`config.mk`:
```
export PLATFORM = sky130hd
export DESIGN_NAME = line_follow_steering_control
export DESIGN_NICKNAME = d
export VERILOG_FILES = /design/src/sv/lfsc_pkg.sv /design/src/sv/lfsc_front.sv /design/src/sv/lfsc_gain_clamp.sv /design/src/sv/lfsc_div_stage.sv /design/src/sv/line_follow_steering_control.sv
export VERILOG_INCLUDE_DIRS = /design/src /design/src/sv
export SDC_FILE = /design/constraint.sdc
export NUM_CORES = 2
export LEC_CHECK = 0
export ABC_AREA = 0
export ABC_CLOCK_PERIOD_IN_PS = 29100
export BUFFER_PORTS_ARGS = -buffer_cell sky130_fd_sc_hd__buf_2
export CAP_MARGIN = 20
export CORE_ASPECT_RATIO = 0.75
export CORE_MARGIN = 4
export CORE_UTILIZATION = 44
export DETAILED_ROUTE_END_ITERATION = 16
export GPL_TIMING_DRIVEN = 1
export HOLD_SLACK_MARGIN = 0.08
export SLEW_MARGIN = 20
export SYNTH_ARGS = -nofsm -noshare
export SYNTH_HDL_FRONTEND = slang
export SYNTH_SLANG_ARGS = --single-unit
```
`constraint.sdc`:
```
create_clock -name clk_i -period 29.1 [get_ports clk_i]
set_input_delay 7.275 -clock clk_i [delete_from_list [all_inputs] [get_ports clk_i]]
set_output_delay 7.275 -clock clk_i [all_outputs]
set_load 0.005 [all_outputs]
```
`src/sv/line_follow_steering_control_defines.svh`:
```
// assertion macros for the line follow steering control block
`ifndef LINE_FOLLOW_STEERING_CONTROL_DEFINES_SVH
`define LINE_FOLLOW_STEERING_CONTROL_DEFINES_SVH

// same-cycle implication check, off while reset is low
`define LFSC_ASSERT(lbl, ante, cons, msg) \
  lbl: assert property (@(posedge clk_i) disable iff (!rst_ni) (ante) |-> (cons)) \
    else $error(msg);

// value within inclusive bounds whenever the condition holds, off while reset is low
`define LFSC_RANGE(lbl, ante, val, lo, hi, msg) \
  lbl: assert property (@(posedge clk_i) disable iff (!rst_ni) \
    (ante) |-> (((val) >= (lo)) && ((val) <= (hi)))) else $error(msg);

`endif

```
`src/sv/lfsc_pkg.sv`:
```
// shared types and constants for the line follow steering control block
package lfsc_pkg;

  localparam int unsigned LAT_W      = 16;
  localparam int unsigned CMD_W      = 11;
  localparam int unsigned SPEED_W    = 10;
  localparam int unsigned BAND_W     = 15;
  localparam int unsigned GAIN_W     = 16;
  localparam int unsigned LIMIT_W    = 10;
  localparam int unsigned IDX_W      = 3;
  localparam int unsigned CFG_W      = 16;
  localparam int unsigned IN_DATA_W  = 32;
  localparam int unsigned OUT_DATA_W = 32;

  // gain products and the reciprocal scaling by 1/1000
  localparam int unsigned PROD_W      = 32;
  localparam int unsigned SCALED_W    = 20;
  localparam int unsigned RECIP_W     = 21;
  localparam int unsigned RECIP_SHIFT = 30;
  localparam int unsigned GAIN_SCALE  = 1000;
  localparam logic [RECIP_W-1:0] RECIP_1000 = 21'd1073742;

  // forward ramp divider
  localparam int unsigned DIVIDEND_W = 25;
  localparam int unsigned DIVISOR_W  = 15;
  localparam int unsigned QUOT_W     = 10;
  localparam int unsigned DIV_BITS   = 2;
  localparam int unsigned DIV_STAGES = 5;

  typedef enum logic [IDX_W-1:0] {
    REG_HD_BAND   = 3'd0,
    REG_LT_BAND   = 3'd1,
    REG_YAW_GAIN  = 3'd2,
    REG_SIDE_GAIN = 3'd3,
    REG_TURN_LIM  = 3'd4,
    REG_STRAFE    = 3'd5,
    REG_CRUISE    = 3'd6,
    REG_CORNER    = 3'd7
  } lfsc_reg_e;

  // deadbanded errors as sign and magnitude
  typedef struct packed {
    logic             search;
    logic             hd_neg;
    logic [LAT_W-1:0] hd_mag;
    logic             lt_neg;
    logic [LAT_W-1:0] lt_mag;
  } lfsc_front_t;

  // per item control that rides along the pipeline
  typedef struct packed {
    logic search;
    logic strafe_ok;
    logic le_db;
    logic ge_sl;
    logic ramp_neg;
    logic st_zero;
    logic st_neg;
  } lfsc_ctl_t;

endpackage

```
`src/sv/lfsc_front.sv`:
```
// input stage: absolute value and deadband of both errors
module lfsc_front (
  input  logic                                clk_i,
  input  logic                                en_i,
  input  logic                                kind_i,
  input  logic signed [lfsc_pkg::LAT_W-1:0]   lateral_i,
  input  logic signed [lfsc_pkg::LAT_W-1:0]   heading_i,
  input  logic        [lfsc_pkg::BAND_W-1:0]  hd_band_i,
  input  logic        [lfsc_pkg::BAND_W-1:0]  lt_band_i,
  output lfsc_pkg::lfsc_front_t               front_o
);
  import lfsc_pkg::*;

  logic [LAT_W-1:0] hd_abs, lt_abs;
  lfsc_front_t      front_d, front_q;

  always_comb begin
    hd_abs = heading_i[LAT_W-1] ? LAT_W'(-heading_i) : LAT_W'(heading_i);
    lt_abs = lateral_i[LAT_W-1] ? LAT_W'(-lateral_i) : LAT_W'(lateral_i);
    front_d.search = kind_i;
    front_d.hd_neg = heading_i[LAT_W-1];
    front_d.lt_neg = lateral_i[LAT_W-1];
    front_d.hd_mag = (hd_abs < {1'b0, hd_band_i}) ? '0 : hd_abs;
    front_d.lt_mag = (lt_abs < {1'b0, lt_band_i}) ? '0 : lt_abs;
  end

  always_ff @(posedge clk_i) begin
    if (en_i) begin
      front_q <= front_d;
    end
  end

  assign front_o = front_q;

endmodule

```
`src/sv/lfsc_gain_clamp.sv`:
```
// gain multiply, divide by 1000 toward zero and symmetric clamp, four stages
module lfsc_gain_clamp (
  input  logic                                clk_i,
  input  logic                                en_i,
  input  logic        [lfsc_pkg::LAT_W-1:0]   mag_i,
  input  logic                                neg_i,
  input  logic        [lfsc_pkg::GAIN_W-1:0]  gain_i,
  input  logic        [lfsc_pkg::LIMIT_W-1:0] lim_i,
  output logic signed [lfsc_pkg::CMD_W-1:0]   cmd_o
);
  import lfsc_pkg::*;

  logic [PROD_W-1:0]           prod_q;
  logic [PROD_W-1:0]           thresh;
  logic [2:0]                  neg_q;
  logic                        clamp_q, clamp2_q;
  logic [SCALED_W-1:0]         scaled_q;
  logic [SCALED_W+RECIP_W-1:0] recip_q;
  logic [LIMIT_W-1:0]          quot, mag_sel;
  logic [CMD_W-1:0]            mag_ext;
  logic signed [CMD_W-1:0]     cmd_d, cmd_q;

  // product at or above (lim+1)*1000 means the quotient exceeds the limit
  assign thresh = (PROD_W'(lim_i) + PROD_W'(1)) * PROD_W'(GAIN_SCALE);

  always_comb begin
    quot    = recip_q[RECIP_SHIFT +: LIMIT_W];
    mag_sel = clamp2_q ? lim_i : quot;
    mag_ext = CMD_W'(mag_sel);
    cmd_d   = neg_q[2] ? -mag_ext : mag_ext;
  end

  always_ff @(posedge clk_i) begin
    if (en_i) begin
      prod_q   <= PROD_W'(gain_i) * PROD_W'(mag_i);
      neg_q    <= {neg_q[1:0], neg_i};
      clamp_q  <= prod_q >= thresh;
      scaled_q <= prod_q[SCALED_W-1:0];
      clamp2_q <= clamp_q;
      recip_q  <= (SCALED_W+RECIP_W)'(scaled_q) * (SCALED_W+RECIP_W)'(RECIP_1000);
      cmd_q    <= cmd_d;
    end
  end

  assign cmd_o = cmd_q;

endmodule

```
`src/sv/lfsc_div_stage.sv`:
```
// one restoring division stage, two quotient bits per register
module lfsc_div_stage #(
  parameter int unsigned STAGE = 0
) (
  input  logic                                   clk_i,
  input  logic                                   en_i,
  input  logic [lfsc_pkg::DIVIDEND_W-1:0]        rem_i,
  input  logic [lfsc_pkg::DIVISOR_W-1:0]         dvs_i,
  input  logic [lfsc_pkg::QUOT_W-1:0]            quot_i,
  output logic [lfsc_pkg::DIVIDEND_W-1:0]        rem_o,
  output logic [lfsc_pkg::DIVISOR_W-1:0]         dvs_o,
  output logic [lfsc_pkg::QUOT_W-1:0]            quot_o
);
  import lfsc_pkg::*;

  localparam int unsigned TOP_BIT = QUOT_W - 1 - DIV_BITS * STAGE;

  logic [DIVIDEND_W-1:0] rem_d, rem_q, shifted;
  logic [QUOT_W-1:0]     quot_d, quot_q;
  logic [DIVISOR_W-1:0]  dvs_q;

  always_comb begin
    rem_d   = rem_i;
    quot_d  = quot_i;
    shifted = '0;
    for (int k = 0; k < DIV_BITS; k++) begin
      shifted = DIVIDEND_W'(dvs_i) << (TOP_BIT - k);
      if (rem_d >= shifted) begin
        rem_d               = rem_d - shifted;
        quot_d[TOP_BIT - k] = 1'b1;
      end
    end
  end

  always_ff @(posedge clk_i) begin
    if (en_i) begin
      rem_q  <= rem_d;
      dvs_q  <= dvs_i;
      quot_q <= quot_d;
    end
  end

  assign rem_o  = rem_q;
  assign dvs_o  = dvs_q;
  assign quot_o = quot_q;

endmodule

```
`src/sv/line_follow_steering_control.sv`:
```
// top level of the line follow steering control pipeline
// Proportional steering law for a line tracker: each transfer carries a mode bit
// and the signed lateral and heading errors, and yields one transfer holding turn,
// sideways and forward commands. The block takes one transfer per clock while the
// output slot is free or being taken; the pipeline depth is set by the four stage
// gain path (multiply, limit compare, reciprocal multiply for the divide by 1000,
// sign) and by the five stage restoring divider of the forward speed ramp. The
// whole pipeline moves as one: it advances whenever the output register is empty
// or its result is taken, so up to eight items are in flight. Configuration
// registers are written through cfg_we_i/cfg_idx_i/cfg_data_i and must only change
// while no item is in flight.
`include "line_follow_steering_control_defines.svh"

module line_follow_steering_control #(
  parameter int unsigned SIDEWAYS_LIMIT = 1000
) (
  input  logic                               clk_i,
  input  logic                               rst_ni,
  // configuration write port
  input  logic                               cfg_we_i,
  input  logic [lfsc_pkg::IDX_W-1:0]         cfg_idx_i,
  input  logic [lfsc_pkg::CFG_W-1:0]         cfg_data_i,
  // measurement stream
  input  logic                               s_axis_tvalid_i,
  output logic                               s_axis_tready_o,
  input  logic [lfsc_pkg::IN_DATA_W-1:0]     s_axis_tdata_i,   // lateral, heading
  input  logic                               s_axis_tuser_i,   // kind
  // command stream
  output logic                               m_axis_tvalid_o,
  input  logic                               m_axis_tready_i,
  output logic [lfsc_pkg::OUT_DATA_W-1:0]    m_axis_tdata_o    // turn, sideways, forward
);
  import lfsc_pkg::*;

  localparam int unsigned LAST = 8;
  localparam logic signed [CMD_W-1:0] SIDE_LIM = CMD_W'(SIDEWAYS_LIMIT);

  // configuration registers
  logic [BAND_W-1:0]  hd_band_q, lt_band_q, strafe_q;
  logic [GAIN_W-1:0]  yaw_gain_q, side_gain_q;
  logic [LIMIT_W-1:0] turn_lim_q;
  logic [SPEED_W-1:0] cruise_q, corner_q;

  // pipeline control
  logic [LAST:1] vld_q;
  logic          adv;

  lfsc_front_t   front;
  lfsc_ctl_t     ctl_d;
  lfsc_ctl_t     ctl_q [2:7];

  // ramp setup
  logic [SPEED_W-1:0]    diff;
  logic [BAND_W-1:0]     dm;
  logic [DIVIDEND_W-1:0] dividend_q;
  logic [DIVISOR_W-1:0]  divisor_q;

  logic [DIVIDEND_W-1:0] rem_w  [DIV_STAGES+1];
  logic [DIVISOR_W-1:0]  dvs_w  [DIV_STAGES+1];
  logic [QUOT_W-1:0]     quot_w [DIV_STAGES+1];

  logic signed [CMD_W-1:0] turn_s5, side_s5;
  logic signed [CMD_W-1:0] turn_q [6:7];
  logic signed [CMD_W-1:0] side_q [6:7];

  // output register
  logic signed [CMD_W-1:0] turn_d, side_d, turn_out_q, side_out_q;
  logic [SPEED_W-1:0]      fwd_d, fwd_out_q;
  logic                    search_out_q;
  logic [CMD_W-1:0]        tl_ext;
  logic [SPEED_W-1:0]      fwd_lo, fwd_hi;
  logic signed [CMD_W-1:0] tl_s;
  logic                    follow_out;

  // one shared stall: everything moves when the output slot frees up
  assign adv             = !vld_q[LAST] || m_axis_tready_i;
  assign s_axis_tready_o = adv;
  assign m_axis_tvalid_o = vld_q[LAST];
  assign m_axis_tdata_o  = {fwd_out_q, side_out_q, turn_out_q};

  always_ff @(posedge clk_i or negedge rst_ni) begin
    if (!rst_ni) begin
      hd_band_q   <= BAND_W'(5);
      lt_band_q   <= BAND_W'(5);
      yaw_gain_q  <= GAIN_W'(1000);
      side_gain_q <= GAIN_W'(1000);
      turn_lim_q  <= LIMIT_W'(500);
      strafe_q    <= BAND_W'(30);
      cruise_q    <= SPEED_W'(400);
      corner_q    <= SPEED_W'(200);
    end else if (cfg_we_i) begin
      unique case (lfsc_reg_e'(cfg_idx_i))
        REG_HD_BAND:   hd_band_q   <= cfg_data_i[BAND_W-1:0];
        REG_LT_BAND:   lt_band_q   <= cfg_data_i[BAND_W-1:0];
        REG_YAW_GAIN:  yaw_gain_q  <= cfg_data_i[GAIN_W-1:0];
        REG_SIDE_GAIN: side_gain_q <= cfg_data_i[GAIN_W-1:0];
        REG_TURN_LIM:  turn_lim_q  <= cfg_data_i[LIMIT_W-1:0];
        REG_STRAFE:    strafe_q    <= cfg_data_i[BAND_W-1:0];
        REG_CRUISE:    cruise_q    <= cfg_data_i[SPEED_W-1:0];
        REG_CORNER:    corner_q    <= cfg_data_i[SPEED_W-1:0];
      endcase
    end
  end

  // valid bits ride with the data
  always_ff @(posedge clk_i or negedge rst_ni) begin
    if (!rst_ni) begin
      vld_q <= '0;
    end else if (adv) begin
      vld_q <= {vld_q[LAST-1:1], s_axis_tvalid_i};
    end
  end

  // stage 1: deadband
  lfsc_front u_front (
    .clk_i     (clk_i),
    .en_i      (adv),
    .kind_i    (s_axis_tuser_i),
    .lateral_i (s_axis_tdata_i[LAT_W-1:0]),
    .heading_i (s_axis_tdata_i[2*LAT_W-1:LAT_W]),
    .hd_band_i (hd_band_q),
    .lt_band_i (lt_band_q),
    .front_o   (front)
  );

  // stages 2 to 5: turn and sideways gain paths
  lfsc_gain_clamp u_turn (
    .clk_i  (clk_i),
    .en_i   (adv),
    .mag_i  (front.hd_mag),
    .neg_i  (!front.hd_neg),       // positive heading turns right, negative command
    .gain_i (yaw_gain_q),
    .lim_i  (turn_lim_q),
    .cmd_o  (turn_s5)
  );

  lfsc_gain_clamp u_side (
    .clk_i  (clk_i),
    .en_i   (adv),
    .mag_i  (front.lt_mag),
    .neg_i  (front.lt_neg),
    .gain_i (side_gain_q),
    .lim_i  (LIMIT_W'(SIDEWAYS_LIMIT)),
    .cmd_o  (side_s5)
  );

  // stage 2: heading bands, ramp operands and search direction
  always_comb begin
    ctl_d.search    = front.search;
    ctl_d.le_db     = front.hd_mag <= {1'b0, hd_band_q};
    ctl_d.ge_sl     = front.hd_mag >= {1'b0, strafe_q};
    ctl_d.strafe_ok = !ctl_d.ge_sl;
    ctl_d.ramp_neg  = corner_q > cruise_q;
    // search: heading sign wins, lateral sign is the fallback
    ctl_d.st_zero   = (front.hd_mag == '0) && (front.lt_mag == '0);
    ctl_d.st_neg    = (front.hd_mag != '0) ? !front.hd_neg : !front.lt_neg;
    diff            = ctl_d.ramp_neg ? (corner_q - cruise_q) : (cruise_q - corner_q);
    // only meaningful inside the ramp, where it fits the band width
    dm              = BAND_W'(front.hd_mag - {1'b0, hd_band_q});
  end

  always_ff @(posedge clk_i) begin
    if (adv) begin
      ctl_q[2]   <= ctl_d;
      for (int k = 3; k <= 7; k++) begin
        ctl_q[k] <= ctl_q[k-1];
      end
      dividend_q <= DIVIDEND_W'(diff) * DIVIDEND_W'(dm);
      divisor_q  <= strafe_q - hd_band_q;
      turn_q[6]  <= turn_s5;
      side_q[6]  <= side_s5;
      turn_q[7]  <= turn_q[6];
      side_q[7]  <= side_q[6];
    end
  end

  // stages 3 to 7: ramp quotient, which stays below the speed difference
  assign rem_w[0]  = dividend_q;
  assign dvs_w[0]  = divisor_q;
  assign quot_w[0] = '0;

  for (genvar g = 0; g < DIV_STAGES; g++) begin : g_div
    lfsc_div_stage #(
      .STAGE (g)
    ) u_div (
      .clk_i  (clk_i),
      .en_i   (adv),
      .rem_i  (rem_w[g]),
      .dvs_i  (dvs_w[g]),
      .quot_i (quot_w[g]),
      .rem_o  (rem_w[g+1]),
      .dvs_o  (dvs_w[g+1]),
      .quot_o (quot_w[g+1])
    );
  end

  // stage 8: final selection into the output register
  always_comb begin
    tl_ext = CMD_W'(turn_lim_q);
    if (ctl_q[7].search) begin
      turn_d = ctl_q[7].st_zero ? '0 : (ctl_q[7].st_neg ? -tl_ext : tl_ext);
      side_d = '0;
      fwd_d  = '0;
    end else begin
      turn_d = turn_q[7];
      side_d = ctl_q[7].strafe_ok ? side_q[7] : '0;
      priority if (ctl_q[7].le_db) begin
        fwd_d = cruise_q;
      end else if (ctl_q[7].ge_sl) begin
        fwd_d = corner_q;
      end else if (ctl_q[7].ramp_neg) begin
        fwd_d = SPEED_W'(cruise_q + quot_w[DIV_STAGES]);
      end else begin
        fwd_d = SPEED_W'(cruise_q - quot_w[DIV_STAGES]);
      end
    end
  end

  always_ff @(posedge clk_i) begin
    if (adv) begin
      turn_out_q   <= turn_d;
      side_out_q   <= side_d;
      fwd_out_q    <= fwd_d;
      search_out_q <= ctl_q[7].search;
    end
  end

  // bounds for the output range checks
  always_comb begin
    fwd_lo     = (corner_q < cruise_q) ? corner_q : cruise_q;
    fwd_hi     = (corner_q < cruise_q) ? cruise_q : corner_q;
    tl_s       = $signed(tl_ext);
    follow_out = vld_q[LAST] && !search_out_q;
  end

  `LFSC_RANGE(a_turn_in_limit, vld_q[LAST], turn_out_q, -tl_s, tl_s, "turn beyond limit")
  `LFSC_RANGE(a_side_in_limit, vld_q[LAST], side_out_q, -SIDE_LIM, SIDE_LIM, "side beyond limit")
  `LFSC_RANGE(a_fwd_in_ramp, follow_out, fwd_out_q, fwd_lo, fwd_hi, "forward outside ramp")
  `LFSC_ASSERT(a_ready_empty, !vld_q[LAST], s_axis_tready_o, "input stalled while output empty")

endmodule
```
==> reports/results.md <==
| Item | Value |
|:---|:---|
| Outcome | finished, final reports clean |
| Number of buffer cells added on primary ports | 90 |
| Post-synthesis area per instance | 10.1 um2 |
| Met1 Use GR | 32.2% |
| DP Wirelength | 134000 um |
| Initial antenna violation count | 14 |
| Die span in x | 466 um |
| Post-route setup slack | 13.50 ns |
| Post-placement setup slack | 13.45 ns |
| Number of synthesized register bits | 654 |
| Actual transition at the worst max-transition pin | 1.04 ns |
| Effective utilization at floorplan | 44.5% |
| Final Hold Violating Endpoints | 0 |
| Drt drc | 0 |
| Post-route clock period utilization | 53.6% |
| Number of cells upsized or downsized after cts | 0 |
| Clock root buffer | sky130_fd_sc_hd__clkbuf_16 |
| Final setup viols | 0 |
| Setup clock skew after layout | 0.0474 ns |
| CP max FO | 52 |
| Aggregate global-route resource usage | 20.8% |
| Ys flop type | sky130_fd_sc_hd__edfxtp_1 |
| Min cycle time layout | 15.60 ns |
| Sink count of the clock tree | 654 |
| Data required, critical path | 21.82 ns |
| Pre-antenna DRT Iters | 5 |
| Final global-route overflow total | 0 |
| WP data arrival | 8.33 ns |
| Per-cell via count in the routed design | 5.28 |
| Cts bufs inserted | 75 |
| Net Count, Synth | 8551 |
| Synth async-reset ratio | 17.6% |
| Maximum number of pins on one net before global-route repair | 74 |
| Final sum of negative setup slack | 0 ns |
| Number of different library cells in the post-synthesis netlist | 86 |
| Total die area | 164000 um2 |
| Number of nets in the layout | 8590 |
| Total number of vias | 47800 |
| Most area-consuming cells after synthesis | sky130_fd_sc_hd__edfxtp_1, sky130_fd_sc_hd__fa_1, sky130_fd_sc_hd__ha_1 |
| H-Tree Depth | 3 |
| CP Launch Type | input port |
| Placeable core area | 156000 um2 |
| Routed wire length per instance | 18.5 um |
| Synth-to-layout area growth | 7.70% |
| Post-synth design cell area | 69300 um2 |
| Global-route met3 utilization | 3.20% |
| Remaining antenna violation count after routing | 0 |
| Most Used Layer, Global Route | met1 |
| Number of buffers inserted by post-CTS setup repair | 0 |
| Final Util | 47.9% |
| Number of rows created at floorplan | 125 |
| Peak clock frequency supported by timing | 0.0641 GHz |
| RSZ-0062 raised after global routing | no |
| Max-capacitance violation count | 0 |
| Synth top area share | 23.3% |
| CTS tree | yes |
| Global-route wire length before repair | 271000 um |
| Total Wirelength | 168000 um |
| Vias in the first global route | 48500 |
| Worst min path class | reg -> reg |
| Type of the worst setup path | in -> out |
| Hold Buf Count CTS | 0 |
| Die extent in y | 352 um |
| Met2 GRT Util | 31.1% |
| Routability cong. | 0.882 |
| I/O pin cnt | 91 |
| Count of pins over their slew limit | 0 |
| Clock latency reported for the late side of the worst-skew pair | 0.70 ns |
| Crit end category | output port |
| Synthesized netlist cell count | 6861 |
| Max_slew headroom | 30.1% |
| Most common cell after layout, fill and taps aside | sky130_fd_sc_hd__inv_1 |
| Worst-case hold slack | 0.403 ns |
| Fraction of final layout cells with drive strength greater than 1 | 6.74% |
| Detailed router's first-iteration violation count | 3397 |
| Share of the yosys chip area belonging to registers | 27.6% |
| Clock slew at reported path FFs | 0.06 ns |
| Commonest non-fill, non-tap cells in the layout | sky130_fd_sc_hd__inv_1, sky130_fd_sc_hd__ha_1, sky130_fd_sc_hd__fa_1 |
| Longest Clk Path Bufs | 3 |
| Number of synthesized flops with an enable pin | 539 |
| Yosys warning total | 0 |
| Cell type with the largest total area after synthesis | sky130_fd_sc_hd__edfxtp_1 |
final cells by class:
type | count | area [um2]
Clock inverter | 51 | 564
Timing Repair Buffer | 130 | 757
Antenna cell | 2 | 5.00
Sequential cell | 654 | 19100
Inverter | 1263 | 4740
Clock buffer | 87 | 2000
Tap cell | 2095 | 2620
Fill cell | 14500 | 81100
Multi-Input combinational cell | 4776 | 44900
critical path: stages:
cell	delay, ns
sky130_fd_sc_hd__buf_2	0.08
sky130_fd_sc_hd__nand2b_4	0.10
sky130_fd_sc_hd__buf_4	0.61
sky130_fd_sc_hd__buf_2	0.26
path summary, 6_finish.rpt:
kind                                           from              end  slack [ns]  depth (start not counted)
worst max-delay path                m_axis_tready_i  s_axis_tready_o       13.50                          4
worst min-delay path                   ctl_q[0][33]     ctl_q[0][40]        0.40                          0
worst max register to register  u_front.front_o[17]   dividend_q[23]       20.53                         31
worst min register to register         ctl_q[0][33]     ctl_q[0][40]        0.40                          0
max in group asynchronous                    rst_ni    turn_lim_q[0]       21.07                          2
min in group asynchronous                    rst_ni   yaw_gain_q[11]        6.69                          1
state kept, by name, indices dropped and copies added (netlist names), 11 cells and up:
signal / cells
ctl_q: 42
dividend_q: 25
divisor_q: 15
g_div.u_div.dvs_o: 60
g_div.u_div.quot_o: 30
g_div.u_div.rem_o: 100
hd_band_q: 15
lt_band_q: 15
side_gain_q: 16
side_out_q: 11
side_q: 22
strafe_q: 15
turn_out_q: 11
turn_q: 22
u_front.front_o: 35
u_side.cmd_o: 11
u_side.prod_q: 32
u_side.scaled_q: 20
u_turn.cmd_o: 11
u_turn.prod_q: 32
u_turn.scaled_q: 20
yaw_gain_q: 16
per-layer routing:
| layer | vias up | routed length, um |
|---|---|---|
| met5 | - | 34 |
| met4 | 4 | 2740 |
| met3 | 163 | 9310 |
| met2 | 1085 | 71100 |
| met1 | 23700 | 84500 |
| li1 | 22900 | - |
stage by stage:
step	cells	area, um2
global route	9057	74700
global placement	8917	72100
finish	9058	74700
floorplan	6861	69300
detailed placement	8918	72100
CTS	9056	74700
logic make-up after synthesis:
logic type | count (synthesis) | share of synthesized area [%]
buf+inv | 1431 | 7.79
mux | 163 | 2.62
fa+ha+maj | 1633 | 37.1
xor+xnor | 322 | 4.07
simple gates | 1711 | 12.0
flops | 654 | 27.6
compound gates | 947 | 8.85
synth_stat cells, drive strengths merged (93+ instances only):
cell / instances
inv: 1263
ha: 926
fa: 707
nand2: 660
edfxtp: 539
nor2: 275
and2: 257
a21oi: 255
o21ai: 208
xnor2: 191
clkbuf: 155
a21o: 132
mux2: 131
xor2: 131
nor3: 93
Power is not shown: default switching activity piles up to over one toggle a cycle in this logic, so the estimate is an artifact.
